===== config.mk =====
export PLATFORM = sky130hd
export DESIGN_NAME = weekly_switch_schedule_matcher_core
export DESIGN_NICKNAME = d
export VERILOG_FILES = /design/src/hw/rtl/wssm_pkg.sv /design/src/hw/rtl/wssm_ram.sv /design/src/hw/rtl/weekly_switch_schedule_matcher_core.sv
export VERILOG_INCLUDE_DIRS = /design/src /design/src/hw/rtl
export SDC_FILE = /design/constraint.sdc
export NUM_CORES = 2
export LEC_CHECK = 0
export BUFFER_PORTS_ARGS = -buffer_cell sky130_fd_sc_hd__clkbuf_2
export CAP_MARGIN = 5
export CORE_UTILIZATION = 50
export DETAILED_ROUTE_END_ITERATION = 10
export PLACE_DENSITY = 0.69
export SYNTH_ARGS = -nofsm -noshare
export SYNTH_HDL_FRONTEND = slang
export SYNTH_MEMORY_MAX_BITS = 65536
export SYNTH_SLANG_ARGS = --single-unit

===== constraint.sdc =====
create_clock -name clk -period 5.7 [get_ports clk]
set_input_delay 1.71 -clock clk [delete_from_list [all_inputs] [get_ports clk]]
set_output_delay 1.71 -clock clk [all_outputs]
set_load 0.01 [all_outputs]

===== src/hw/rtl/weekly_switch_schedule_matcher_core_defines.svh =====
// assertion macros for the weekly switch schedule matcher
`ifndef WEEKLY_SWITCH_SCHEDULE_MATCHER_CORE_DEFINES_SVH
`define WEEKLY_SWITCH_SCHEDULE_MATCHER_CORE_DEFINES_SVH

// same-cycle implication, checked out of reset
`define WSSM_ASSERT_NOW(lbl, ante, cons, msg) \
  lbl: assert property (@(posedge clk) disable iff (!rst_n) (ante) |-> (cons)) else $error(msg);

// next-cycle implication, checked out of reset
`define WSSM_ASSERT_NEXT(lbl, ante, cons, msg) \
  lbl: assert property (@(posedge clk) disable iff (!rst_n) (ante) |=> (cons)) else $error(msg);

`endif


===== src/hw/rtl/wssm_pkg.sv =====
// shared types, constants and helpers of the weekly switch schedule matcher
`timescale 1ns / 1ps

package wssm_pkg;

  localparam int DAYS            = 7;
  localparam int ENTRIES_PER_DAY = 32;
  localparam int MAX_RESULTS     = 16;

  localparam int DEPTH   = DAYS * ENTRIES_PER_DAY;
  localparam int ADDR_W  = (DEPTH > 1) ? $clog2(DEPTH) : 1;
  localparam int IDX_W   = (ENTRIES_PER_DAY > 1) ? $clog2(ENTRIES_PER_DAY) : 1;
  localparam int CNT_W   = $clog2(ENTRIES_PER_DAY + 1);
  localparam int NRES_W  = $clog2(MAX_RESULTS + 1);
  localparam int DAY_W   = 3;

  typedef logic [1:0]        mode_t;
  typedef logic [DAY_W-1:0]  day_t;
  typedef logic [ADDR_W-1:0] addr_t;
  typedef logic [IDX_W-1:0]  idx_t;
  typedef logic [CNT_W-1:0]  cnt_t;
  typedef logic [NRES_W-1:0] nres_t;

  localparam mode_t MODE_CLEAR  = 2'd0;
  localparam mode_t MODE_APPEND = 2'd1;
  localparam mode_t MODE_TICK   = 2'd2;

  typedef struct packed {
    logic [7:0] output_number;
    logic       switch_on;
    logic [4:0] hour;
    logic [5:0] minute;
  } entry_t;

  localparam int ENTRY_W = $bits(entry_t);

  function automatic addr_t entry_addr(input day_t day, input idx_t idx);
    return addr_t'(int'(day) * ENTRIES_PER_DAY + int'(idx));
  endfunction

endpackage


===== src/hw/rtl/wssm_ram.sv =====
// generic single-write, single-read ram with registered read data
`timescale 1ns / 1ps

module wssm_ram #(
  parameter int WIDTH = 20,
  parameter int DEPTH = 224
) (
  input  logic                                     clk,
  input  logic                                     wr_en,
  input  logic [((DEPTH > 1) ? $clog2(DEPTH) : 1)-1:0] wr_addr,
  input  logic [WIDTH-1:0]                         wr_data,
  input  logic                                     rd_en,
  input  logic [((DEPTH > 1) ? $clog2(DEPTH) : 1)-1:0] rd_addr,
  output logic [WIDTH-1:0]                         rd_data
);

  logic [WIDTH-1:0] mem_r [DEPTH];
  logic [WIDTH-1:0] rd_data_r;

  always_ff @(posedge clk) begin
    if (wr_en) begin
      mem_r[wr_addr] <= wr_data;
    end
    if (rd_en) begin
      rd_data_r <= mem_r[rd_addr];
    end
  end

  assign rd_data = rd_data_r;

endmodule


===== src/hw/rtl/weekly_switch_schedule_matcher_core.sv =====
// top level of the weekly switch schedule matcher
// clear and append requests are accepted in idle and need no scan; a tick scans the
// day's entry list, reading the entry ram one entry per cycle while the scan is not stalled
// results may lag by stalls on the result channel; the next request waits for the scan
// synchronous active-low reset empties every day list; entry ram contents are kept
`timescale 1ns / 1ps
`include "weekly_switch_schedule_matcher_core_defines.svh"

module weekly_switch_schedule_matcher_core (
  input  logic       clk,
  input  logic       rst_n,
  input  logic       in_valid,
  output logic       in_ready,
  input  logic [1:0] in_mode,
  input  logic [2:0] in_day,
  input  logic [4:0] in_hour,
  input  logic [5:0] in_minute,
  input  logic [7:0] in_entry_output,
  input  logic       in_entry_on,
  output logic       out_valid,
  input  logic       out_ready,
  output logic [7:0] out_output_number,
  output logic       out_switch_on,
  output logic       out_last
);

  typedef enum logic [1:0] {
    ST_IDLE,
    ST_SCAN,
    ST_FLUSH
  } state_t;

  state_t                state_r, state_nxt;
  wssm_pkg::cnt_t        cnt_mem_r [wssm_pkg::DAYS];
  wssm_pkg::cnt_t        cnt_mem_nxt [wssm_pkg::DAYS];
  wssm_pkg::day_t        day_r, day_nxt;
  logic [4:0]            hour_r, hour_nxt;
  logic [5:0]            minute_r, minute_nxt;
  wssm_pkg::cnt_t        cnt_r, cnt_nxt;
  wssm_pkg::cnt_t        idx_r, idx_nxt;
  logic                  rvalid_r, rvalid_nxt;
  wssm_pkg::nres_t       nres_r, nres_nxt;
  logic                  pend_valid_r, pend_valid_nxt;
  logic [7:0]            pend_output_r, pend_output_nxt;
  logic                  pend_on_r, pend_on_nxt;
  logic                  out_valid_r, out_valid_nxt;
  logic [7:0]            out_output_number_r, out_output_number_nxt;
  logic                  out_switch_on_r, out_switch_on_nxt;
  logic                  out_last_r, out_last_nxt;

  logic                  ram_we;
  logic                  ram_re;
  wssm_pkg::addr_t       ram_waddr;
  wssm_pkg::addr_t       ram_raddr;
  wssm_pkg::entry_t      ram_wentry;
  logic [wssm_pkg::ENTRY_W-1:0] ram_rdata;
  wssm_pkg::entry_t      rd_entry;

  logic                  day_ok;
  wssm_pkg::cnt_t        in_cnt;
  logic                  out_load_ok;
  logic                  match;
  logic                  stall;

  assign rd_entry    = wssm_pkg::entry_t'(ram_rdata);
  assign day_ok      = (32'(in_day) < wssm_pkg::DAYS);
  assign in_cnt      = day_ok ? cnt_mem_r[in_day] : '0;
  assign out_load_ok = !out_valid_r || out_ready;
  assign match       = rvalid_r && (rd_entry.hour == hour_r) && (rd_entry.minute == minute_r);
  assign stall       = match && pend_valid_r && !out_load_ok;

  assign ram_waddr  = wssm_pkg::entry_addr(in_day, in_cnt[wssm_pkg::IDX_W-1:0]);
  assign ram_raddr  = wssm_pkg::entry_addr(day_r, idx_r[wssm_pkg::IDX_W-1:0]);
  assign ram_wentry = '{output_number: in_entry_output, switch_on: in_entry_on,
                        hour: in_hour, minute: in_minute};

  assign in_ready          = (state_r == ST_IDLE);
  assign out_valid         = out_valid_r;
  assign out_output_number = out_output_number_r;
  assign out_switch_on     = out_switch_on_r;
  assign out_last          = out_last_r;

  wssm_ram #(
    .WIDTH(wssm_pkg::ENTRY_W),
    .DEPTH(wssm_pkg::DEPTH)
  ) u_entry_ram (
    .clk    (clk),
    .wr_en  (ram_we),
    .wr_addr(ram_waddr),
    .wr_data(ram_wentry),
    .rd_en  (ram_re),
    .rd_addr(ram_raddr),
    .rd_data(ram_rdata)
  );

  always_comb begin
    state_nxt             = state_r;
    cnt_mem_nxt           = cnt_mem_r;
    day_nxt               = day_r;
    hour_nxt              = hour_r;
    minute_nxt            = minute_r;
    cnt_nxt               = cnt_r;
    idx_nxt               = idx_r;
    rvalid_nxt            = rvalid_r;
    nres_nxt              = nres_r;
    pend_valid_nxt        = pend_valid_r;
    pend_output_nxt       = pend_output_r;
    pend_on_nxt           = pend_on_r;
    out_valid_nxt         = out_valid_r;
    out_output_number_nxt = out_output_number_r;
    out_switch_on_nxt     = out_switch_on_r;
    out_last_nxt          = out_last_r;
    ram_we                = 1'b0;
    ram_re                = 1'b0;

    if (out_valid_r && out_ready) begin
      out_valid_nxt = 1'b0;
    end

    case (state_r)
      ST_IDLE: begin
        if (in_valid) begin
          case (in_mode)
            wssm_pkg::MODE_CLEAR: begin
              for (int d = 0; d < wssm_pkg::DAYS; d++) begin
                cnt_mem_nxt[d] = '0;
              end
            end
            wssm_pkg::MODE_APPEND: begin
              if (day_ok && (32'(in_cnt) < wssm_pkg::ENTRIES_PER_DAY)) begin
                ram_we              = 1'b1;
                cnt_mem_nxt[in_day] = in_cnt + 1'b1;
              end
            end
            wssm_pkg::MODE_TICK: begin
              if (day_ok && (in_cnt != '0)) begin
                day_nxt        = in_day;
                hour_nxt       = in_hour;
                minute_nxt     = in_minute;
                cnt_nxt        = in_cnt;
                idx_nxt        = '0;
                rvalid_nxt     = 1'b0;
                nres_nxt       = '0;
                pend_valid_nxt = 1'b0;
                state_nxt      = ST_SCAN;
              end
            end
            default: begin
            end
          endcase
        end
      end
      ST_SCAN: begin
        if (!stall) begin
          if (match) begin
            if (pend_valid_r) begin
              out_valid_nxt         = 1'b1;
              out_output_number_nxt = pend_output_r;
              out_switch_on_nxt     = pend_on_r;
              out_last_nxt          = 1'b0;
            end
            pend_valid_nxt  = 1'b1;
            pend_output_nxt = rd_entry.output_number;
            pend_on_nxt     = rd_entry.switch_on;
            nres_nxt        = nres_r + 1'b1;
          end
          if (match && (nres_r == wssm_pkg::nres_t'(wssm_pkg::MAX_RESULTS - 1))) begin
            rvalid_nxt = 1'b0;
            state_nxt  = ST_FLUSH;
          end else if (idx_r < cnt_r) begin
            ram_re     = 1'b1;
            idx_nxt    = idx_r + 1'b1;
            rvalid_nxt = 1'b1;
          end else begin
            rvalid_nxt = 1'b0;
            state_nxt  = ST_FLUSH;
          end
        end
      end
      ST_FLUSH: begin
        if (!pend_valid_r) begin
          state_nxt = ST_IDLE;
        end else if (out_load_ok) begin
          out_valid_nxt         = 1'b1;
          out_output_number_nxt = pend_output_r;
          out_switch_on_nxt     = pend_on_r;
          out_last_nxt          = 1'b1;
          pend_valid_nxt        = 1'b0;
          state_nxt             = ST_IDLE;
        end
      end
      default: begin
        state_nxt = ST_IDLE;
      end
    endcase
  end

  always_ff @(posedge clk) begin
    if (!rst_n) begin
      state_r      <= ST_IDLE;
      rvalid_r     <= 1'b0;
      pend_valid_r <= 1'b0;
      out_valid_r  <= 1'b0;
      nres_r       <= '0;
      idx_r        <= '0;
      cnt_r        <= '0;
      for (int d = 0; d < wssm_pkg::DAYS; d++) begin
        cnt_mem_r[d] <= '0;
      end
    end else begin
      state_r             <= state_nxt;
      rvalid_r            <= rvalid_nxt;
      pend_valid_r        <= pend_valid_nxt;
      out_valid_r         <= out_valid_nxt;
      nres_r              <= nres_nxt;
      idx_r               <= idx_nxt;
      cnt_r               <= cnt_nxt;
      cnt_mem_r           <= cnt_mem_nxt;
      day_r               <= day_nxt;
      hour_r              <= hour_nxt;
      minute_r            <= minute_nxt;
      pend_output_r       <= pend_output_nxt;
      pend_on_r           <= pend_on_nxt;
      out_output_number_r <= out_output_number_nxt;
      out_switch_on_r     <= out_switch_on_nxt;
      out_last_r          <= out_last_nxt;
    end
  end

  `WSSM_ASSERT_NOW(a_idle_no_pending, state_r == ST_IDLE, !pend_valid_r, "pending result left in idle")
  `WSSM_ASSERT_NOW(a_scan_idx_bound, state_r == ST_SCAN, idx_r <= cnt_r, "scan index past list end")
  `WSSM_ASSERT_NOW(a_result_bound, 1'b1, 32'(nres_r) <= wssm_pkg::MAX_RESULTS, "too many results")
  `WSSM_ASSERT_NEXT(a_flush_last, (state_r == ST_FLUSH) && pend_valid_r && out_load_ok, out_valid_r && out_last_r, "final result not marked last")

endmodule

==> impl_metrics.tcl <==
set metrics [dict create \
    cts-resized-gates 0 \
    cts-root-buf "clkbuf_16" \
    cp.required_ns 6.42 \
    rsz0062_at_grt "no" \
    htreeDepth 5 \
    seq_power_share_pct 55.5 \
    crit_fanout 41 \
    setup.worst_path.class "reg -> reg" \
    fin_area_um2 199000 \
    ys_seq_area_share_pct 77.9 \
    worst_pin_slew_ns 1.24 \
    cts_sinks 4597 \
    final_common_cell "edfxtp_1" \
    drt-pass1-iter-count 6 \
    num_io_pins 41 \
    wl_per_cell_um 34.0 \
    num_rows 217 \
    areaGrowthSynthToFinish_pct 13.0 \
    clk_latency_ns 1.02 \
    fin_util_pct 56.9 \
    drc 0 \
    max_freq_mhz 220 \
    fin_setup_tns_ns 0 \
    dp_hpwl_um 269000 \
    ys_ff_latch 4597 \
    p_int_w 0.0536 \
    worst_setup_path_end_kind "register" \
    die_h_um 596 \
    fin_crit_sh_pct 79.6 \
    drive_above_1_share_pct 30.8 \
    dpl_cell_area_um2 185000 \
    slew_viol_final 0 \
    comb_power_share_pct 1.5 \
    grt_max_degree 129 \
    synth_edf_count 4533 \
    ys_types 65 \
    synthFlopType "edfxtp_1" \
    slew_headroom_pct 17.1 \
    clkSlewWorstSetupHoldPaths_ns 0.06 \
    dp.cells 12300 \
    design.core.area_um2 350000 \
    syn-cell-area_um2 176000 \
    setup_viol 0 \
    gp_congestion 0.973 \
    cp.arrival_ns 5.26 \
    netlist_instances 7642 \
    ctsHoldBuffers 0 \
    drt-total-wl_um 445000 \
    peakVddDrop_mv 0.320 \
    cts_buffers 443 \
    grt_antenna_before_repair 20 \
    min_period_ns 4.54 \
    synth.area.top_cells "edfxtp_1, mux4_2, mux2i_1, dfxtp_1, nor2_1" \
    track_usage_pct 24.9 \
    finClkSkew_ns 0.104 \
    hold_class "reg -> reg" \
    tritoncts "built" \
    synth.avg_cell_area_um2 23.1 \
    clkPwrFrac_pct 43.0 \
    drtIter0Drc 12000 \
    p_leak_nw 59.3 \
    grt_overflow 0 \
    dieWidth_um 596 \
    viasPerCell 6.43 \
    switching_share_pct 20.0 \
    vias 84200 \
    finalHoldViolCount 0 \
    post_cts_buffers 0 \
    dp_slack_ns 0.249 \
    final_nets 8167 \
    async_flop_share_pct 0 \
    start_util_pct 50.3 \
    clockBufferDepth 4 \
    fillCellCount 24700 \
    most-common-layout-cells "edfxtp_1, mux4_2, clkbuf_16" \
    cap_viol_max_count 0 \
    portBuffers 40 \
    power_density_nw_per_um2 336 \
    grt_pass1_wl_um 626000 \
    yosysWarnings 0 \
    grt_pass1_vias 82500 \
    yosys.area.top_type "edfxtp_1" \
    p_sw_w 0.0134 \
    status "complete, no violations" \
    fin_ws_ns 1.16 \
    critPathLaunchType "register" \
    stdcell_count 13100 \
    dieArea_um2 355000 \
    netlist.area_leader.share_pct 77.2 \
    antenna_left 0 \
    syn_nets 7686 \
]
[power by group through the flow]
stage                     sequential (W)  clock (W)  combinational [W]
after floorplan                   0.0378          0           0.000143
after global placement            0.0378          0           0.000976
after detailed placement          0.0378          0            0.00103
after CTS                         0.0371     0.0291            0.00102
after global routing              0.0371     0.0303            0.00105
final                             0.0371     0.0288            0.00101
[flip-flops by register name (all words and copies together) (netlist names), 2 cells and up]
register,flops
cnt_r,6
u_entry_ram.mem_r,4480
idx_r,6
u_entry_ram.rd_data,20
pend_output_r,8
day_r,3
minute_r,6
nres_r,5
hour_r,5
cnt_mem_r,42
state_r,2
out_output_number,8
[through the flow]
stage	hold WS [ns]	total power, W
5_1_grt	0.431	0.0685
2_1_floorplan	0.400	0.0380
3_5_place_dp	0.407	0.0389
4_1_cts	0.422	0.0673
6_report	0.420	0.0669
3_3_place_gp	0.406	0.0388
[metal layers]
metal / vias to the layer above / global-route usage (%) / wire length (um) / part of all wire [%]
li1: 33700 / - / - / -
met1: 44700 / 35.7 / 172000 / 39
met2: 5064 / 38.6 / 211000 / 47
met3: 729 / 4.63 / 45200 / 10
met4: 4 / 8.69 / 17200 / 3.9
met5: - / 0 / 24 / 0.0054
[kinds of logic after synthesis]
kind of cell,Yosys count,share of synthesized area (%)
flops,4597,77.9
mux,1464,17.0
simple gates,592,1.59
compound gates,498,2.01
buf+inv,462,1.27
fa+ha+maj,15,0.106
xor+xnor,14,0.0696
[final cells by class]
cell class / instances / area [um^2] / area share (%)
Sequential cell: 4597 / 137000 / 69.0
Multi-Input combinational cell: 2583 / 37200 / 18.7
Clock buffer: 541 / 11700 / 5.86
Tap cell: 4599 / 5750 / 2.89
Timing Repair Buffer: 481 / 4400 / 2.21
Clock inverter: 264 / 2560 / 1.28
Inverter: 17 / 63.8 / 0.0320
Antenna cell: 8 / 20.0 / 0.0101
[synth_stat cells (all sizes together) (2+ instances only)]
master / n
nand4: 5
edfxtp: 4533
o21ai: 47
or4: 31
nand2: 104
nor2: 311
xnor2: 9
ha: 15
nor4b: 23
mux2: 44
a31oi: 28
nor2b: 30
a22o: 40
nand3b: 3
nor3b: 5
nor3: 18
a21o: 2
or3: 5
nor4: 2
buf: 254
dfxtp: 64
and3: 19
a22oi: 106
a211oi: 44
nand2b: 9
nand3: 13
mux4: 1221
o221ai: 23
or3b: 2
inv: 16
mux2i: 199
and2: 3
clkbuf: 191
a32o: 14
o2111ai: 21
a21oi: 60
o211ai: 21
o22ai: 64
xor2: 5
or2: 6
a221oi: 20
[worst max-delay path, stage by stage, from the launching register on]
cell       delay, ns
dfxtp_4         0.92
buf_4           0.79
mux4_2          0.59
mux4_2          0.56
mux2_2          0.37
nand2_1         0.09
o2111ai_1       0.46
nor4b_1         0.35
[final timing paths]
path	slack, ns	depth (start not counted)	end	start
setup / recovery	1.16	7	u_entry_ram.rd_data[7]	idx_r[0]
hold / removal	0.42	0	out_output_number[5]	pend_output_r[5]
setup reg to reg	1.16	7	u_entry_ram.rd_data[7]	idx_r[0]
hold reg to reg	0.42	0	out_output_number[5]	pend_output_r[5]
Note: power is estimated with default switching activity, not from simulation.
